File: config.mk
export PLATFORM = sky130hd
export DESIGN_NAME = pcr_ctrl
export DESIGN_NICKNAME = d
export VERILOG_FILES = /design/src/rtl/core/pcr_pkg.sv /design/src/rtl/core/pcr_ctrl.sv
export SDC_FILE = /design/constraint.sdc
export NUM_CORES = 1
export LEC_CHECK = 0
export ABC_AREA = 0
export BUFFER_PORTS_ARGS = -buffer_cell sky130_fd_sc_hd__buf_2
export CORE_AREA = 2 2 39 41
export CTS_CLUSTER_DIAMETER = 100
export DETAILED_ROUTE_END_ITERATION = 12
export DIE_AREA = 0 0 41 43
export GPL_TIMING_DRIVEN = 0
export RECOVER_POWER = 50
export SETUP_SLACK_MARGIN = 0.2
export SLEW_MARGIN = 25
export SYNTH_ARGS = -nofsm -noshare
export SYNTH_HDL_FRONTEND = slang
export SYNTH_SLANG_ARGS = --single-unit
File: constraint.sdc
create_clock -name clk -period 3.2 [get_ports clk]
set_input_delay 0.64 -clock clk [delete_from_list [all_inputs] [get_ports clk]]
set_output_delay 0.64 -clock clk [all_outputs]
set_load 0.05 [all_outputs]
File: src/rtl/core/pcr_pkg.sv
// shared types, constants and state codes for the collinear vertex removal block
package pcr_pkg;

  // field widths
  localparam int COORD_W  = 24;
  localparam int THRESH_W = 24;
  localparam int DIFF_W   = COORD_W + 1;
  localparam int PROD_W   = COORD_W + DIFF_W;
  localparam int AREA_W   = PROD_W + 2;
  localparam int TDATA_W  = 2 * COORD_W;

  // ring sizing
  localparam int MAX_POINTS_DEF = 64;
  localparam int MIN_RING       = 3;

  // register file
  localparam int APB_ADDR_W = 3;
  localparam int APB_DATA_W = 32;
  localparam logic [APB_ADDR_W-3:0] REG_AREA_THRESHOLD = 1'b0;
  localparam logic [THRESH_W-1:0]   THRESH_RESET       = 24'd7;

  // controller states
  typedef enum logic [3:0] {
    ST_LOAD,
    ST_START,
    ST_RD,
    ST_WT,
    ST_DIFF,
    ST_MUL,
    ST_SUM,
    ST_DEC,
    ST_E_RD,
    ST_E_WT,
    ST_E_HOLD
  } state_t;

  // commands from controller to datapath
  typedef struct packed {
    logic load_en;
    logic start;
    logic rd_c;
    logic cap_c;
    logic diff_en;
    logic mul_en;
    logic sum_en;
    logic decide;
    logic emit_skip;
    logic emit_cap;
    logic emit_adv;
    logic finish;
    logic out_valid;
  } cmd_t;

  // status from datapath to controller
  typedef struct packed {
    logic last_in;
    logic short_ring;
    logic walk_cont;
    logic emit_done;
    logic emit_dead;
    logic out_taken;
  } stat_t;

endpackage

File: src/rtl/core/pcr_ctrl.sv
// controller state machine: load, ring walk and emission sequencing
module pcr_ctrl (
  input  logic           clk,
  input  logic           rst,
  input  pcr_pkg::stat_t stat,
  output pcr_pkg::cmd_t  cmd
);

  import pcr_pkg::*;

  state_t state;
  state_t state_next;

  // state register
  always_ff @(posedge clk) begin
    if (rst) begin
      state <= ST_LOAD;
    end else begin
      state <= state_next;
    end
  end

  // next state
  always_comb begin
    state_next = state;
    unique case (state)
      ST_LOAD: begin
        if (stat.last_in) state_next = ST_START;
      end
      ST_START: begin
        state_next = stat.short_ring ? ST_E_RD : ST_RD;
      end
      ST_RD:   state_next = ST_WT;
      ST_WT:   state_next = ST_DIFF;
      ST_DIFF: state_next = ST_MUL;
      ST_MUL:  state_next = ST_SUM;
      ST_SUM:  state_next = ST_DEC;
      ST_DEC: begin
        state_next = stat.walk_cont ? ST_RD : ST_E_RD;
      end
      ST_E_RD: begin
        if (stat.emit_done) begin
          state_next = ST_LOAD;
        end else if (!stat.emit_dead) begin
          state_next = ST_E_WT;
        end
      end
      ST_E_WT: state_next = ST_E_HOLD;
      ST_E_HOLD: begin
        if (stat.out_taken) state_next = ST_E_RD;
      end
      default: state_next = ST_LOAD;
    endcase
  end

  // command outputs
  always_comb begin
    cmd = '0;
    unique case (state)
      ST_LOAD:  cmd.load_en = 1'b1;
      ST_START: cmd.start   = 1'b1;
      ST_RD:    cmd.rd_c    = 1'b1;
      ST_WT:    cmd.cap_c   = 1'b1;
      ST_DIFF:  cmd.diff_en = 1'b1;
      ST_MUL:   cmd.mul_en  = 1'b1;
      ST_SUM:   cmd.sum_en  = 1'b1;
      ST_DEC:   cmd.decide  = 1'b1;
      ST_E_RD: begin
        cmd.finish    = stat.emit_done;
        cmd.emit_skip = !stat.emit_done && stat.emit_dead;
      end
      ST_E_WT:  cmd.emit_cap = 1'b1;
      ST_E_HOLD: begin
        cmd.out_valid = 1'b1;
        cmd.emit_adv  = stat.out_taken;
      end
      default: cmd = '0;
    endcase
  end

endmodule

==> out/qor.yml <==
status: "finished clean"
drc: 0
chipWidth_um: 41
cts_hold_buf: 0
core_area_um2: 1384
fillers: 170
rows: 14
post_drt_wl_per_cell_um: 10.41
synthFlopType: "dfxtp_1"
start_util_pct: 25.32
rr_startpoint: "state[1]$_SDFFE_PP0P_"
firstDrtPassIters: 4
grt_pass1_vias: 389
fmax_mhz: 428.7
post-place-cells: 87
period_share_pct: 72.90
fin_crit_ns: 2.333
regArea_um2: 80.08
skew_ns: 0.001632
hold_class: "input pin to register"
r2r_end: "state[0]$_SDFFE_PP0P_"
r2r_cells: 5
cp-endpoint: "cmd[5]"
cts_buffers: 3
r2r_slack_ns: 1.69
synth_seq_cells: 4
cts_tree: "done"
critPathLaunchType: "register"
finalSetupViolCount: 0
clk_path_buf_depth: 2
ys_types: 23
diodes: 0
grt_pass1_wl_mm: 1.531
fin_tns_setup_ns: 0
async_reset_ff_share_pct: 0
clk_latency_ns: 0.23
hold_viol: 0
synth_top_area_cell: "dfxtp_1"
final_cell_mix: "buf_2, nor2_1, nor3_1"
total_leakage_power_nw: 0.2182
multi_input_area_um2: 242.7
yosysSeqAreaShare_pct: 22.86
drive_gt1_share_pct: 28.38
syn-instance-count: 51
crit_start: "state[1]$_SDFFE_PP0P_"
syn_nets: 59
syn_area_um2: 350.3
die_y_um: 43
ys_top_cells_by_area: "dfxtp_1, nor3_1, nor2_1, a21oi_1, nand2b_1"
ctsResizeCount: 0
cts_root_buf: "clkbuf_4"
cap_viol_max_count: 0
regMostFlops: "state"
maxSlewViolCount: 0
arrival_ns: 1.69
slew_headroom_pct: 60.72
globalplace.congestion: 0.8147
required_ns: 2.56
hpwl_um: 723.3
largest_reg_flops: 4
synth_edf_count: 0
grt_usage_pct: 12.36
cts_setup_buffers: 0
yosys_warnings: 0
grt_max_degree: 11
rsz0062_at_grt: "false"
post_dp_cell_area_um2: 470.5
path_class: "register to output port"
avgSynthCellArea_um2: 6.869
syn2layout_area_growth_pct: 37.14
final_common_cell: "buf_2"
endpoint_kind: "output port"
irDropWorstVdd_mv: 0.2143
h-tree-depth: 1
stdcell_count: 90
drt_iter0_drc: 7
final_util_pct: 34.72
cts.clk_slew.worst_paths_ns: 0.04
final_nets: 84
grt.overflow.total: 0
routed_wl_um: 937
portBuffers: 20
die_area_um2: 1763
io_pins: 21
netlist.area_leader.share_pct: 22.86
vias_per_cell: 5.200
powerDensity_nw_per_um2: 476.6
worstMarginPinSlew_ns: 0.5918
reg_top3: "state x4"
ant_nets: 0
cp_max_fo: 10
routed-via-count: 468
stdcell_area_um2: 480.5
cts_sinks: 4
finalPower_mw: 0.2290
antenna_found_initial: 0
## power by group
group	internal (mW)	switching (mW)	total, mW	leakage (nW)
combinational	0.0309	0.0759	0.107	0.172
clock	0.0418	0.0188	0.0607	0.0138
sequential	0.0558	0.00572	0.0616	0.0327
total	0.129	0.100	0.229	0.218
## cell usage after synthesis (2+ instances only)
cell type  number
nor2_1         10
nor3_1          8
dfxtp_1         4
nand2b_1        4
buf_2           2
clkbuf_1        2
a21oi_1         5
## metal layers
| layer | track usage, % | wire length [um] |
|---|---|---|
| met4 | 2.000 | 0 |
| met5 | 0 | 0 |
| met1 | 16.45 | 431 |
| met3 | 4.712 | 35 |
| met2 | 18.75 | 470 |
## worst max-delay path, stage by stage, from the launching register on
cell and delay (ns):
dfxtp_1 0.39, clkbuf_1 0.34, nand2_1 0.16, nor2_1 0.10, clkbuf_1 0.47
## cell families (layout without fill, tap and decap cells)
family | count (synthesis) | after routing | synth area share (%)
flops | 4 | 4 | 22.86
buf+inv | 5 | 28 | 6.071
compound gates | 8 | 8 | 15.71
simple gates | 33 | 33 | 52.86
xor+xnor | 1 | 1 | 2.500
## how the worst min path moves through the flow
stage / from / to / slack, ns / cells past startpoint
floorplan: state[2]$_SDFFE_PP0P_ / state[0]$_SDFFE_PP0P_ / 0.54 / 2
global placement: state[2]$_SDFFE_PP0P_ / state[0]$_SDFFE_PP0P_ / 0.62 / 2
detailed placement: state[2]$_SDFFE_PP0P_ / state[0]$_SDFFE_PP0P_ / 0.61 / 2
CTS: state[2]$_SDFFE_PP0P_ / state[0]$_SDFFE_PP0P_ / 0.61 / 2
global route: rst / state[3]$_SDFFE_PP0P_ / 0.63 / 2
finish: rst / state[3]$_SDFFE_PP0P_ / 0.61 / 2
## metrics by stage
stage	hold slack, ns	worst slack (ns)
after floorplan	0.5442	0.4815
after global placement	0.6199	1.134
after detailed placement	0.6098	1.149
after CTS	0.6121	0.8706
after global routing	0.6331	0.7272
final	0.6118	0.8673
## cell type report
class | instances | area share (%)
repair buffers | 20 | 19.79
inverters | 1 | 0.7812
flip-flops and latches | 4 | 16.67
multi-input cells | 42 | 50.52
plain buffers | 4 | 3.385
well taps | 16 | 4.167
clock buffers | 3 | 4.687
Note: power is estimated with default switching activity, not from simulation.
